===== src/rtl/vps_pkg.sv =====
`default_nettype none

package vps_pkg;

   // Command codes of a request word.
   localparam logic [2:0] CMD_MOVE_ABS  = 3'd0;
   localparam logic [2:0] CMD_LINE_ABS  = 3'd1;
   localparam logic [2:0] CMD_MOVE_REL  = 3'd2;
   localparam logic [2:0] CMD_LINE_REL  = 3'd3;
   localparam logic [2:0] CMD_TICK      = 3'd4;
   localparam logic [2:0] CMD_CALIBRATE = 3'd5;

   // Register indexes of the configuration port.
   localparam logic [2:0] REG_AREA_LEFT   = 3'd0;
   localparam logic [2:0] REG_AREA_RIGHT  = 3'd1;
   localparam logic [2:0] REG_AREA_TOP    = 3'd2;
   localparam logic [2:0] REG_AREA_BOTTOM = 3'd3;
   localparam logic [2:0] REG_SPACING     = 3'd4;
   localparam logic [2:0] REG_STEPS_UNIT  = 3'd5;
   localparam logic [2:0] REG_SETTLE      = 3'd6;

   localparam int CSR_ADDR_W = 5;
   localparam int CSR_DATA_W = 32;

   localparam int COORD_W = 16;
   localparam int SPU_W   = 24;
   localparam int OUT_W   = 24;

   // Root unit: radicand is d2 * 2^16 with d2 below 2^33.
   localparam int ROOT_W = 25;
   localparam int RAD_W  = 2 * ROOT_W;
   localparam int REM_W  = ROOT_W + 2;
   localparam int PROD_W = ROOT_W + SPU_W;

   typedef struct packed {
      logic [COORD_W-1:0] area_left;
      logic [COORD_W-1:0] area_right;
      logic [COORD_W-1:0] area_top;
      logic [COORD_W-1:0] area_bottom;
      logic [COORD_W-1:0] motor_spacing;
      logic [SPU_W-1:0]   steps_per_unit;
      logic [COORD_W-1:0] pen_settle_ticks;
   } cfg_type;

   typedef struct packed {
      logic             accepted;
      logic             busy_res;
      logic             pen_lowered;
      logic             pulse_left;
      logic             pulse_right;
      logic             lengthen_left;
      logic             lengthen_right;
      logic [OUT_W-1:0] count_left_out;
      logic [OUT_W-1:0] count_right_out;
   } rsp_type;

   // Clamp an axis value: the low limit first, then the high limit wins.
   function automatic logic [COORD_W-1:0] clamp_axis(input logic signed [COORD_W+1:0] v,
                                                     input logic [COORD_W-1:0] lo,
                                                     input logic [COORD_W-1:0] hi);
      logic signed [COORD_W+1:0] t;
      t = v;
      if (t < $signed({2'b00, lo})) begin
         t = $signed({2'b00, lo});
      end
      if (t > $signed({2'b00, hi})) begin
         t = $signed({2'b00, hi});
      end
      return t[COORD_W-1:0];
   endfunction

endpackage

`default_nettype wire


===== src/rtl/vps_if.sv =====
`default_nettype none

// Request channel: one command or tick word.
interface vps_req_if;
   logic              valid;
   logic              ready;
   logic [2:0]        command;
   logic signed [15:0] coord_x;
   logic signed [15:0] coord_y;

   modport source(output valid, output command, output coord_x, output coord_y,
                  input ready);
   modport sink(input valid, input command, input coord_x, input coord_y,
                output ready);
endinterface

// Response channel: one status word per request word.
interface vps_rsp_if;
   logic        valid;
   logic        ready;
   logic        accepted;
   logic        busy_res;
   logic        pen_lowered;
   logic        pulse_left;
   logic        pulse_right;
   logic        lengthen_left;
   logic        lengthen_right;
   logic [23:0] count_left_out;
   logic [23:0] count_right_out;

   modport source(output valid, output accepted, output busy_res, output pen_lowered,
                  output pulse_left, output pulse_right, output lengthen_left,
                  output lengthen_right, output count_left_out, output count_right_out,
                  input ready);
   modport sink(input valid, input accepted, input busy_res, input pen_lowered,
                input pulse_left, input pulse_right, input lengthen_left,
                input lengthen_right, input count_left_out, input count_right_out,
                output ready);
endinterface

`default_nettype wire


===== src/rtl/vps_csr.sv =====
`default_nettype none

module vps_csr (
   input  logic                              clock,
   input  logic                              reset,
   input  logic                              psel,
   input  logic                              penable,
   input  logic                              pwrite,
   input  logic [vps_pkg::CSR_ADDR_W-1:0]    paddr,
   input  logic [vps_pkg::CSR_DATA_W-1:0]    pwdata,
   output logic [vps_pkg::CSR_DATA_W-1:0]    prdata,
   output logic                              pready,
   output vps_pkg::cfg_type                  cfg
);
   import vps_pkg::*;

   cfg_type    cfg_ff;
   cfg_type    cfg_in;
   logic [2:0] reg_idx;
   logic       wr_en;

   assign pready  = 1'b1;
   assign reg_idx = paddr[CSR_ADDR_W-1:2];
   assign wr_en   = psel && penable && pwrite;
   assign cfg     = cfg_ff;

   // Register write decode.
   always_comb begin
      cfg_in = cfg_ff;
      if (wr_en) begin
         unique case (reg_idx)
            REG_AREA_LEFT:   cfg_in.area_left        = pwdata[COORD_W-1:0];
            REG_AREA_RIGHT:  cfg_in.area_right       = pwdata[COORD_W-1:0];
            REG_AREA_TOP:    cfg_in.area_top         = pwdata[COORD_W-1:0];
            REG_AREA_BOTTOM: cfg_in.area_bottom      = pwdata[COORD_W-1:0];
            REG_SPACING:     cfg_in.motor_spacing    = pwdata[COORD_W-1:0];
            REG_STEPS_UNIT:  cfg_in.steps_per_unit   = pwdata[SPU_W-1:0];
            REG_SETTLE:      cfg_in.pen_settle_ticks = pwdata[COORD_W-1:0];
            default:         cfg_in = cfg_ff;
         endcase
      end
   end

   always_ff @(posedge clock) begin
      if (reset) begin
         cfg_ff.area_left        <= '0;
         cfg_ff.area_right       <= 16'hFFFF;
         cfg_ff.area_top         <= '0;
         cfg_ff.area_bottom      <= 16'hFFFF;
         cfg_ff.motor_spacing    <= 16'd16000;
         cfg_ff.steps_per_unit   <= 24'h010000;
         cfg_ff.pen_settle_ticks <= 16'd50;
      end else begin
         cfg_ff <= cfg_in;
      end
   end

   // Register read decode.
   always_comb begin
      unique case (reg_idx)
         REG_AREA_LEFT:   prdata = CSR_DATA_W'(cfg_ff.area_left);
         REG_AREA_RIGHT:  prdata = CSR_DATA_W'(cfg_ff.area_right);
         REG_AREA_TOP:    prdata = CSR_DATA_W'(cfg_ff.area_top);
         REG_AREA_BOTTOM: prdata = CSR_DATA_W'(cfg_ff.area_bottom);
         REG_SPACING:     prdata = CSR_DATA_W'(cfg_ff.motor_spacing);
         REG_STEPS_UNIT:  prdata = CSR_DATA_W'(cfg_ff.steps_per_unit);
         REG_SETTLE:      prdata = CSR_DATA_W'(cfg_ff.pen_settle_ticks);
         default:         prdata = '0;
      endcase
   end

endmodule

`default_nettype wire


===== src/rtl/vps_root.sv =====
`default_nettype none

// Integer square root, one result bit per cycle.
module vps_root (
   input  logic                           clock,
   input  logic                           reset,
   input  logic                           start,
   input  logic [vps_pkg::RAD_W-1:0]      radicand,
   output logic                           done,
   output logic [vps_pkg::ROOT_W-1:0]     root
);
   import vps_pkg::*;

   localparam int CNT_W = $clog2(ROOT_W);

   logic [RAD_W-1:0]  rad_ff, rad_in;
   logic [REM_W-1:0]  rem_ff, rem_in;
   logic [ROOT_W-1:0] root_ff, root_in;
   logic [CNT_W-1:0]  cnt_ff, cnt_in;
   logic              busy_ff, busy_in;
   logic              done_ff, done_in;
   logic [REM_W+1:0]  rem_shift;
   logic [REM_W+1:0]  trial;

   assign done = done_ff;
   assign root = root_ff;

   // Bring down the next two radicand bits and try the next root bit.
   assign rem_shift = {rem_ff, rad_ff[RAD_W-1 -: 2]};
   assign trial     = (REM_W+2)'({root_ff, 2'b01});

   always_comb begin
      rad_in  = rad_ff;
      rem_in  = rem_ff;
      root_in = root_ff;
      cnt_in  = cnt_ff;
      busy_in = busy_ff;
      done_in = 1'b0;
      if (start) begin
         rad_in  = radicand;
         rem_in  = '0;
         root_in = '0;
         cnt_in  = CNT_W'(ROOT_W - 1);
         busy_in = 1'b1;
      end else if (busy_ff) begin
         rad_in = {rad_ff[RAD_W-3:0], 2'b00};
         if (rem_shift >= trial) begin
            rem_in  = REM_W'(rem_shift - trial);
            root_in = {root_ff[ROOT_W-2:0], 1'b1};
         end else begin
            rem_in  = REM_W'(rem_shift);
            root_in = {root_ff[ROOT_W-2:0], 1'b0};
         end
         cnt_in = cnt_ff - 1'b1;
         if (cnt_ff == '0) begin
            busy_in = 1'b0;
            done_in = 1'b1;
         end
      end
   end

   always_ff @(posedge clock) begin
      if (reset) begin
         busy_ff <= 1'b0;
         done_ff <= 1'b0;
         cnt_ff  <= '0;
      end else begin
         busy_ff <= busy_in;
         done_ff <= done_in;
         cnt_ff  <= cnt_in;
      end
   end

   always_ff @(posedge clock) begin
      rad_ff  <= rad_in;
      rem_ff  <= rem_in;
      root_ff <= root_in;
   end

endmodule

`default_nettype wire


===== src/rtl/v_plotter_move_stepper.sv =====
`default_nettype none

// Two-cable plotter move controller with a tick-driven stepper.
// A tick word or a refused command is answered in the cycle after it is taken.
// A taken command runs two cable lengths through one multiplier and a bit-serial
// square-root unit (states SQX, SQY, ROOT, SAT per side); COMMIT and RESP then send its word.
// Only one word is in work at a time; the square-root loop and output back-pressure set the command rate.
// Synchronous reset clears position, goals, pen (up), settle and control state, but not the payload registers.

module v_plotter_move_stepper #(
   parameter int STEP_BITS = 24
) (
   input  logic                              clock,
   input  logic                              reset,
   vps_req_if.sink                           req,
   vps_rsp_if.source                         rsp,
   input  logic                              psel,
   input  logic                              penable,
   input  logic                              pwrite,
   input  logic [vps_pkg::CSR_ADDR_W-1:0]    paddr,
   input  logic [vps_pkg::CSR_DATA_W-1:0]    pwdata,
   output logic [vps_pkg::CSR_DATA_W-1:0]    prdata,
   output logic                              pready
);
   import vps_pkg::*;

   localparam logic [2:0] ST_IDLE   = 3'd0;
   localparam logic [2:0] ST_SQX    = 3'd1;
   localparam logic [2:0] ST_SQY    = 3'd2;
   localparam logic [2:0] ST_ROOT   = 3'd3;
   localparam logic [2:0] ST_SAT    = 3'd4;
   localparam logic [2:0] ST_COMMIT = 3'd5;
   localparam logic [2:0] ST_RESP   = 3'd6;

   localparam logic [32:0] STEP_MAX = (33'd1 << STEP_BITS) - 33'd1;

   cfg_type cfg;

   logic [2:0]           state_ff, state_in;
   logic                 side_ff, side_in;
   logic [2:0]           cmd_ff, cmd_in;
   logic [COORD_W-1:0]   tx_ff, tx_in, ty_ff, ty_in;
   logic [COORD_W-1:0]   last_x_ff, last_x_in, last_y_ff, last_y_in;
   logic [STEP_BITS-1:0] count_l_ff, count_l_in, count_r_ff, count_r_in;
   logic [STEP_BITS-1:0] goal_l_ff, goal_l_in, goal_r_ff, goal_r_in;
   logic                 pen_ff, pen_in;
   logic [COORD_W-1:0]   settle_ff, settle_in;
   logic [PROD_W-1:0]    mul_ff, mul_in;
   logic                 rsp_valid_ff, rsp_valid_in;
   rsp_type              rsp_ff, rsp_in;

   logic                 req_fire, out_free, busy_now, cmd_known;
   logic                 more_l, more_r, move_l, move_r, settling;
   logic [STEP_BITS-1:0] tick_count_l, tick_count_r;
   logic [COORD_W-1:0]   tick_settle;
   logic signed [COORD_W+1:0] sum_x, sum_y;
   logic [COORD_W:0]     mid_x, mid_y;
   logic [COORD_W-1:0]   clamp_x, clamp_y;
   logic signed [COORD_W:0] dx_right;
   logic [COORD_W-1:0]   ax;
   logic [ROOT_W-1:0]    mul_a;
   logic [SPU_W-1:0]     mul_b;
   logic [PROD_W-1:0]    product;
   logic [COORD_W*2:0]   d2;
   logic                 root_start, root_done;
   logic [ROOT_W-1:0]    root_val;
   logic [32:0]          g_wide;
   logic [STEP_BITS-1:0] goal_sat;
   logic                 new_pen;

   vps_csr u_csr (
      .clock   (clock),
      .reset   (reset),
      .psel    (psel),
      .penable (penable),
      .pwrite  (pwrite),
      .paddr   (paddr),
      .pwdata  (pwdata),
      .prdata  (prdata),
      .pready  (pready),
      .cfg     (cfg)
   );

   vps_root u_root (
      .clock    (clock),
      .reset    (reset),
      .start    (root_start),
      .radicand ({1'b0, d2, 16'b0}),
      .done     (root_done),
      .root     (root_val)
   );

   // Handshake: a new word is taken only when idle and the output register can load.
   assign out_free  = !rsp_valid_ff || rsp.ready;
   assign req.ready = (state_ff == ST_IDLE) && out_free;
   assign req_fire  = req.valid && req.ready;

   assign rsp.valid           = rsp_valid_ff;
   assign rsp.accepted        = rsp_ff.accepted;
   assign rsp.busy_res        = rsp_ff.busy_res;
   assign rsp.pen_lowered     = rsp_ff.pen_lowered;
   assign rsp.pulse_left      = rsp_ff.pulse_left;
   assign rsp.pulse_right     = rsp_ff.pulse_right;
   assign rsp.lengthen_left   = rsp_ff.lengthen_left;
   assign rsp.lengthen_right  = rsp_ff.lengthen_right;
   assign rsp.count_left_out  = rsp_ff.count_left_out;
   assign rsp.count_right_out = rsp_ff.count_right_out;

   // Current motion status.
   assign busy_now  = (settle_ff != '0) || (count_l_ff != goal_l_ff) ||
                      (count_r_ff != goal_r_ff);
   assign more_l    = goal_l_ff > count_l_ff;
   assign more_r    = goal_r_ff > count_r_ff;
   assign cmd_known = (req.command == CMD_MOVE_ABS) || (req.command == CMD_LINE_ABS) ||
                      (req.command == CMD_MOVE_REL) || (req.command == CMD_LINE_REL) ||
                      (req.command == CMD_CALIBRATE);

   // Tick: spend settle time first, otherwise step each motor toward its goal.
   assign settling     = settle_ff != '0;
   assign move_l       = !settling && (count_l_ff != goal_l_ff);
   assign move_r       = !settling && (count_r_ff != goal_r_ff);
   assign tick_settle  = settling ? settle_ff - 1'b1 : settle_ff;
   assign tick_count_l = !move_l ? count_l_ff :
                         (more_l ? count_l_ff + 1'b1 : count_l_ff - 1'b1);
   assign tick_count_r = !move_r ? count_r_ff :
                         (more_r ? count_r_ff + 1'b1 : count_r_ff - 1'b1);

   // Target: absolute or offset from the last target, clamped; calibrate takes the center.
   always_comb begin
      sum_x = $signed({{2{req.coord_x[COORD_W-1]}}, req.coord_x});
      sum_y = $signed({{2{req.coord_y[COORD_W-1]}}, req.coord_y});
      if ((req.command == CMD_MOVE_REL) || (req.command == CMD_LINE_REL)) begin
         sum_x = sum_x + $signed({2'b00, last_x_ff});
         sum_y = sum_y + $signed({2'b00, last_y_ff});
      end
   end

   assign mid_x   = {1'b0, cfg.area_left} + {1'b0, cfg.area_right};
   assign mid_y   = {1'b0, cfg.area_top} + {1'b0, cfg.area_bottom};
   assign clamp_x = clamp_axis(sum_x, cfg.area_left, cfg.area_right);
   assign clamp_y = clamp_axis(sum_y, cfg.area_top, cfg.area_bottom);

   // Horizontal distance from the motor on the current side.
   assign dx_right = $signed({1'b0, cfg.motor_spacing}) - $signed({1'b0, tx_ff});
   assign ax       = !side_ff ? tx_ff :
                     (dx_right[COORD_W] ? COORD_W'(-dx_right) : dx_right[COORD_W-1:0]);

   // Shared multiplier: squares of the two offsets, then root times steps per unit.
   always_comb begin
      case (state_ff)
         ST_SQX: begin
            mul_a = ROOT_W'(ax);
            mul_b = SPU_W'(ax);
         end
         ST_SQY: begin
            mul_a = ROOT_W'(ty_ff);
            mul_b = SPU_W'(ty_ff);
         end
         default: begin
            mul_a = root_val;
            mul_b = cfg.steps_per_unit;
         end
      endcase
   end

   assign product = mul_a * mul_b;
   assign d2      = mul_ff[COORD_W*2:0] + product[COORD_W*2:0];

   // Scale down and saturate the step goal.
   assign g_wide   = 33'(mul_ff[PROD_W-1:SPU_W]);
   assign goal_sat = (g_wide > STEP_MAX) ? STEP_BITS'(STEP_MAX) : STEP_BITS'(g_wide);
   assign new_pen  = (cmd_ff == CMD_LINE_ABS) || (cmd_ff == CMD_LINE_REL);

   // Sequencer.
   always_comb begin
      state_in     = state_ff;
      side_in      = side_ff;
      cmd_in       = cmd_ff;
      tx_in        = tx_ff;
      ty_in        = ty_ff;
      last_x_in    = last_x_ff;
      last_y_in    = last_y_ff;
      count_l_in   = count_l_ff;
      count_r_in   = count_r_ff;
      goal_l_in    = goal_l_ff;
      goal_r_in    = goal_r_ff;
      pen_in       = pen_ff;
      settle_in    = settle_ff;
      mul_in       = mul_ff;
      root_start   = 1'b0;
      rsp_valid_in = rsp_valid_ff && !rsp.ready;
      rsp_in       = rsp_ff;

      unique case (state_ff)
         ST_IDLE: begin
            if (req_fire) begin
               if (req.command == CMD_TICK) begin
                  settle_in  = tick_settle;
                  count_l_in = tick_count_l;
                  count_r_in = tick_count_r;
                  rsp_valid_in           = 1'b1;
                  rsp_in.accepted        = 1'b1;
                  rsp_in.busy_res        = (tick_settle != '0) ||
                                           (tick_count_l != goal_l_ff) ||
                                           (tick_count_r != goal_r_ff);
                  rsp_in.pen_lowered     = pen_ff;
                  rsp_in.pulse_left      = move_l;
                  rsp_in.pulse_right     = move_r;
                  rsp_in.lengthen_left   = more_l;
                  rsp_in.lengthen_right  = more_r;
                  rsp_in.count_left_out  = OUT_W'(tick_count_l);
                  rsp_in.count_right_out = OUT_W'(tick_count_r);
               end else if (cmd_known && !busy_now) begin
                  cmd_in = req.command;
                  if (req.command == CMD_CALIBRATE) begin
                     tx_in = mid_x[COORD_W:1];
                     ty_in = mid_y[COORD_W:1];
                  end else begin
                     tx_in = clamp_x;
                     ty_in = clamp_y;
                  end
                  side_in  = 1'b0;
                  state_in = ST_SQX;
               end else begin
                  rsp_valid_in           = 1'b1;
                  rsp_in.accepted        = 1'b0;
                  rsp_in.busy_res        = busy_now;
                  rsp_in.pen_lowered     = pen_ff;
                  rsp_in.pulse_left      = 1'b0;
                  rsp_in.pulse_right     = 1'b0;
                  rsp_in.lengthen_left   = more_l;
                  rsp_in.lengthen_right  = more_r;
                  rsp_in.count_left_out  = OUT_W'(count_l_ff);
                  rsp_in.count_right_out = OUT_W'(count_r_ff);
               end
            end
         end
         ST_SQX: begin
            mul_in   = product;
            state_in = ST_SQY;
         end
         ST_SQY: begin
            root_start = 1'b1;
            state_in   = ST_ROOT;
         end
         ST_ROOT: begin
            if (root_done) begin
               mul_in   = product;
               state_in = ST_SAT;
            end
         end
         ST_SAT: begin
            if (!side_ff) begin
               goal_l_in = goal_sat;
               side_in   = 1'b1;
               state_in  = ST_SQX;
            end else begin
               goal_r_in = goal_sat;
               state_in  = ST_COMMIT;
            end
         end
         ST_COMMIT: begin
            last_x_in = tx_ff;
            last_y_in = ty_ff;
            if (cmd_ff == CMD_CALIBRATE) begin
               count_l_in = goal_l_ff;
               count_r_in = goal_r_ff;
            end
            if (pen_ff != new_pen) begin
               settle_in = cfg.pen_settle_ticks;
            end
            pen_in   = new_pen;
            state_in = ST_RESP;
         end
         ST_RESP: begin
            if (out_free) begin
               rsp_valid_in           = 1'b1;
               rsp_in.accepted        = 1'b1;
               rsp_in.busy_res        = busy_now;
               rsp_in.pen_lowered     = pen_ff;
               rsp_in.pulse_left      = 1'b0;
               rsp_in.pulse_right     = 1'b0;
               rsp_in.lengthen_left   = more_l;
               rsp_in.lengthen_right  = more_r;
               rsp_in.count_left_out  = OUT_W'(count_l_ff);
               rsp_in.count_right_out = OUT_W'(count_r_ff);
               state_in               = ST_IDLE;
            end
         end
         default: begin
            state_in = ST_IDLE;
         end
      endcase
   end

   // Control and machine state.
   always_ff @(posedge clock) begin
      if (reset) begin
         state_ff     <= ST_IDLE;
         side_ff      <= 1'b0;
         last_x_ff    <= '0;
         last_y_ff    <= '0;
         count_l_ff   <= '0;
         count_r_ff   <= '0;
         goal_l_ff    <= '0;
         goal_r_ff    <= '0;
         pen_ff       <= 1'b0;
         settle_ff    <= '0;
         rsp_valid_ff <= 1'b0;
      end else begin
         state_ff     <= state_in;
         side_ff      <= side_in;
         last_x_ff    <= last_x_in;
         last_y_ff    <= last_y_in;
         count_l_ff   <= count_l_in;
         count_r_ff   <= count_r_in;
         goal_l_ff    <= goal_l_in;
         goal_r_ff    <= goal_r_in;
         pen_ff       <= pen_in;
         settle_ff    <= settle_in;
         rsp_valid_ff <= rsp_valid_in;
      end
   end

   // Working payload registers.
   always_ff @(posedge clock) begin
      cmd_ff <= cmd_in;
      tx_ff  <= tx_in;
      ty_ff  <= ty_in;
      mul_ff <= mul_in;
      rsp_ff <= rsp_in;
   end

endmodule

`default_nettype wire


===== src/flat_wrapper.sv =====
// flat-port wrapper written by rule: the top's interface ports become plain ports
module v_plotter_move_stepper_flat import vps_pkg::*;
#(
   parameter int STEP_BITS = 24
)
  (clock, reset, psel, penable, pwrite, paddr, pwdata, prdata, pready, req_valid, req_command, req_coord_x, req_coord_y, req_ready, rsp_valid, rsp_accepted, rsp_busy_res, rsp_pen_lowered, rsp_pulse_left, rsp_pulse_right, rsp_lengthen_left, rsp_lengthen_right, rsp_count_left_out, rsp_count_right_out, rsp_ready);
  vps_req_if req_i ();
  vps_rsp_if rsp_i ();
  input  logic clock;
  input  logic reset;
  input  logic psel;
  input  logic penable;
  input  logic pwrite;
  input  logic [vps_pkg::CSR_ADDR_W-1:0] paddr;
  input  logic [vps_pkg::CSR_DATA_W-1:0] pwdata;
  output logic [vps_pkg::CSR_DATA_W-1:0] prdata;
  output logic pready;
  input wire logic [$bits(req_i.valid)-1:0] req_valid;
  input wire logic [$bits(req_i.command)-1:0] req_command;
  input wire logic [$bits(req_i.coord_x)-1:0] req_coord_x;
  input wire logic [$bits(req_i.coord_y)-1:0] req_coord_y;
  output wire logic [$bits(req_i.ready)-1:0] req_ready;
  output wire logic [$bits(rsp_i.valid)-1:0] rsp_valid;
  output wire logic [$bits(rsp_i.accepted)-1:0] rsp_accepted;
  output wire logic [$bits(rsp_i.busy_res)-1:0] rsp_busy_res;
  output wire logic [$bits(rsp_i.pen_lowered)-1:0] rsp_pen_lowered;
  output wire logic [$bits(rsp_i.pulse_left)-1:0] rsp_pulse_left;
  output wire logic [$bits(rsp_i.pulse_right)-1:0] rsp_pulse_right;
  output wire logic [$bits(rsp_i.lengthen_left)-1:0] rsp_lengthen_left;
  output wire logic [$bits(rsp_i.lengthen_right)-1:0] rsp_lengthen_right;
  output wire logic [$bits(rsp_i.count_left_out)-1:0] rsp_count_left_out;
  output wire logic [$bits(rsp_i.count_right_out)-1:0] rsp_count_right_out;
  input wire logic [$bits(rsp_i.ready)-1:0] rsp_ready;
  assign req_i.valid = req_valid;
  assign req_i.command = req_command;
  assign req_i.coord_x = req_coord_x;
  assign req_i.coord_y = req_coord_y;
  assign req_ready = req_i.ready;
  assign rsp_valid = rsp_i.valid;
  assign rsp_accepted = rsp_i.accepted;
  assign rsp_busy_res = rsp_i.busy_res;
  assign rsp_pen_lowered = rsp_i.pen_lowered;
  assign rsp_pulse_left = rsp_i.pulse_left;
  assign rsp_pulse_right = rsp_i.pulse_right;
  assign rsp_lengthen_left = rsp_i.lengthen_left;
  assign rsp_lengthen_right = rsp_i.lengthen_right;
  assign rsp_count_left_out = rsp_i.count_left_out;
  assign rsp_count_right_out = rsp_i.count_right_out;
  assign rsp_i.ready = rsp_ready;
  v_plotter_move_stepper #(.STEP_BITS(STEP_BITS)) u_core (.clock(clock), .reset(reset), .req(req_i), .rsp(rsp_i), .psel(psel), .penable(penable), .pwrite(pwrite), .paddr(paddr), .pwdata(pwdata), .prdata(prdata), .pready(pready));
endmodule

===== config.mk =====
export PLATFORM = sky130hd
export DESIGN_NAME = v_plotter_move_stepper_flat
export DESIGN_NICKNAME = d
export VERILOG_FILES = /design/src/rtl/vps_pkg.sv /design/src/rtl/vps_if.sv /design/src/rtl/vps_csr.sv /design/src/rtl/vps_root.sv /design/src/rtl/v_plotter_move_stepper.sv /design/src/flat_wrapper.sv
export SDC_FILE = /design/constraint.sdc
export NUM_CORES = 2
export LEC_CHECK = 0
export BUFFER_PORTS_ARGS = -buffer_cell sky130_fd_sc_hd__buf_2
export CORE_UTILIZATION = 23
export DETAILED_ROUTE_END_ITERATION = 7
export HOLD_SLACK_MARGIN = 0.05
export RECOVER_POWER = 100
export SETUP_SLACK_MARGIN = 0.3
export SLEW_MARGIN = 20
export SYNTH_ARGS = -nofsm -noshare
export SYNTH_HDL_FRONTEND = slang
export SYNTH_SLANG_ARGS = --single-unit

===== constraint.sdc =====
create_clock -name clock -period 25.2 [get_ports clock]
set_input_delay 2.52 -clock clock [delete_from_list [all_inputs] [get_ports clock]]
set_output_delay 2.52 -clock clock [all_outputs]
set_load 0.005 [all_outputs]

==> flow_summary.ini <==
[yosys]
synth_enable_flop_cells = 172
ys_types = 80
yosysTopAreaCellShare_pct = 19.10
syn_area_per_cell_um2 = 8.264
async_reset_ff_share_pct = 0
yosys.area.top_type = fa_1
netlist_area_mm2 = 0.05367
synth_flop_cell = dfxtp_1
ys_seq_elements = 502
netlist_top_cells_area = fa_1 (19%), dfxtp_1 (12%), ha_1 (11%)
synth_warnings = 0
synth_cells = 6494
synth.yosys.seq_area_share_pct = 21.93
synth_most_common_cell = nand2_1
ys_top_cells_by_count = nand2_1 (1019), inv_1 (838), nor2_1 (560), fa_1 (512), ha_1 (475)

[critical_path]
slowest_stage = clkbuf_1
cp_data_required_time_ns = 25.68
crit_path_start_kind = flip-flop
cpPeakStageDelay_ns = 2.74
path_max_fanout = 72
path_class = reg -> reg
endpoint_kind = flip-flop
crit_top_cell = fa_1
cp_data_arrival_time_ns = 15.25

[final_layout]
finalInstanceArea_mm2 = 0.05952
area_growth_pct = 10.90
drive_above_1_share_pct = 4.611
nets = 7544

[clocking]
root_buffer = clkbuf_16
cts_setup_buffers = 0
cts_tree = built
cts_max_level = 2
cts_buffer_depth = 3
insertion_delay_ns = 0.73
numCtsBuffers = 58
hold_buffers = 0
clock-sinks = 502
cts_resized = 0
clk_pin_slew_ns = 0.06

[drt]
drt-initial-drc-count = 3616
postRouteAntennaNets = 0
drt_first_pass_iters = 6
route.detailed.drc = 0
via_per_inst = 4.844
dr_total_vias = 46280
routedWlPerCell_um = 18.50
totalWireLength_um = 176800

[power]
p_leak_nw = 25.31
p_total_w = 0.006144
powerDensity_mw_per_mm2 = 103.2
peakVddDrop_v = 0.00008254

[outcome]
violations = max-capacitance violations, max-slew violations
status = complete, but fails checks

[sta]
worstMarginPinSlew_ns = 4.132
timing.final.ws_setup_ns = 10.43
rsz0062_at_grt = no
fmax_mhz = 67.71
hold_ws_ns = 0.4555
period_minus_slack_ns = 14.77
tns_ns = 0
period_share_pct = 58.61
final_hold_viol_count = 0
slew_headroom_pct = -175.4
setup_violations = 0
slew_viol_final = 710
finClkSkew_ns = 0.08989

[worst_hold_path]
hold_path.class = reg -> reg

[floorplanning]
num_io_pins = 169
start_util_pct = 23.23
dieArea_mm2 = 0.2353
die_y_um = 485.0
core_area_mm2 = 0.2310
die_x_um = 485.0
rows = 176

[job]
maxCapViolCount = 14

[placement]
dpl_worst_slack_ns = 10.71
dp_hpwl_um = 139500
place_area_mm2 = 0.05773
io_buffers = 149
gp_congestion = 0.9300

[global_route]
antenna_found_initial = 5
track_usage_pct = 14.73
grt_max_degree = 84
grt_pass1_vias = 45960
grt-ovfl-total = 0
grt_pass1_wl_um = 271200
through the flow:
step | instances | utilization (%)
after floorplan | 6501 | -
after detailed placement | 9444 | 24.99
after global placement | 9442 | 24.98
after global routing | 9555 | 25.76
final | 9555 | 25.76
after CTS | 9554 | 25.84
power breakdown:
| part | internal, W | leakage [nW] | switching (W) |
|---|---|---|---|
| registers | 0.00109 | 4.29 | 0.000132 |
| logic | 0.00144 | 20.1 | 0.00260 |
| clock network | 0.000493 | 0.945 | 0.000386 |
worst paths after layout:
path / startpoint / endpoint / slack, ns / cells after the start
worst max-delay path: u_core.state_ff[1] / u_core.u_root.rad_ff[47] / 10.43 / 38
worst min-delay path: u_core.u_csr.cfg[33] / u_core.u_csr.cfg[33] / 0.46 / 2
worst max register to register: u_core.state_ff[1] / u_core.u_root.rad_ff[47] / 10.43 / 38
worst min register to register: u_core.u_csr.cfg[33] / u_core.u_csr.cfg[33] / 0.46 / 2
critical path, delay by kind of cell (launching register included):
kind,cells,cell delay (ns)
adders and majority gates,9,4.21
AOI/OAI and AO/OA,12,3.88
buffers and inverters,6,2.98
and+or+nand+nor,10,2.60
DFF,1,0.62
xor gates and xnor gates,1,0.21
state kept, by name, indices dropped and copies added (netlist names), 24 cells and up:
register                    flops
u_core.goal_r_ff               24
u_core.u_root.rad_ff           34
u_core.u_root.root             25
u_core.count_l_ff              24
u_core.goal_l_ff               24
u_core.rsp.count_right_out     24
u_core.u_root.rem_ff           27
u_core.mul_ff                  49
u_core.u_csr.cfg              120
u_core.rsp.count_left_out      24
u_core.count_r_ff              24
routing by layer:
layer	routed length (um)	global-route usage, %	part of all wire [%]	vias up
li1	-	-	-	21620
met1	74210	18.79	42	22660
met2	79940	24.13	45	1627
met3	12050	1.998	6.8	370
met4	10550	7.714	6.0	2
met5	18	0	0.010	-
final cells by class:
type	instances	area, um^2
Sequential cell	502	11780
Inverter	839	3149
Tap cell	3026	3786
Clock inverter	26	284.0
Timing Repair Buffer	222	1164
Fill cell	24860	171500
Multi-Input combinational cell	4855	37690
Clock buffer	84	1664
Antenna cell	1	2.502
cells in the final DEF, fill, tap and decap left out, types with 37 or more instances in the layout:
| master | synthesis | final |
|---|---|---|
| xnor2_1 | 176 | 176 |
| nor2_1 | 560 | 551 |
| and3_1 | 41 | 40 |
| clkbuf_1 | 270 | 83 |
| nand4_1 | 38 | 38 |
| nand3_1 | 94 | 92 |
| edfxtp_1 | 172 | 172 |
| fa_1 | 512 | 512 |
| a211oi_1 | 133 | 133 |
| nor2b_1 | 58 | 58 |
| a21o_1 | 118 | 118 |
| buf_4 | 11 | 55 |
| mux2i_1 | 100 | 100 |
| inv_1 | 838 | 838 |
| and2_1 | 40 | 37 |
| nand2_1 | 1019 | 1018 |
| nor3_1 | 81 | 79 |
| nand2b_1 | 55 | 54 |
| dfxtp_1 | 330 | 329 |
| a31oi_1 | 37 | 37 |
| a21oi_1 | 424 | 424 |
| xor2_1 | 119 | 119 |
| clkbuf_16 | 0 | 59 |
| o21ai_0 | 315 | 313 |
| ha_1 | 475 | 475 |
| buf_2 | 5 | 99 |
kinds of logic (layout without fill, tap and decap cells):
logic type	after synthesis	after routing	share of synthesized area, %
XOR/XNOR	295	295	4.815
buffers and inverters	1144	1171	8.090
AO/OA/AOI/OAI	1363	1363	15.95
multiplexers	120	120	2.390
flip-flops	502	502	21.93
adder cells (fa/ha/maj)	987	987	30.17
other	2	10	0.01399
AND/OR/NAND/NOR	2081	2081	16.63
No activity file was read; power rests on OpenSTA's default activity.
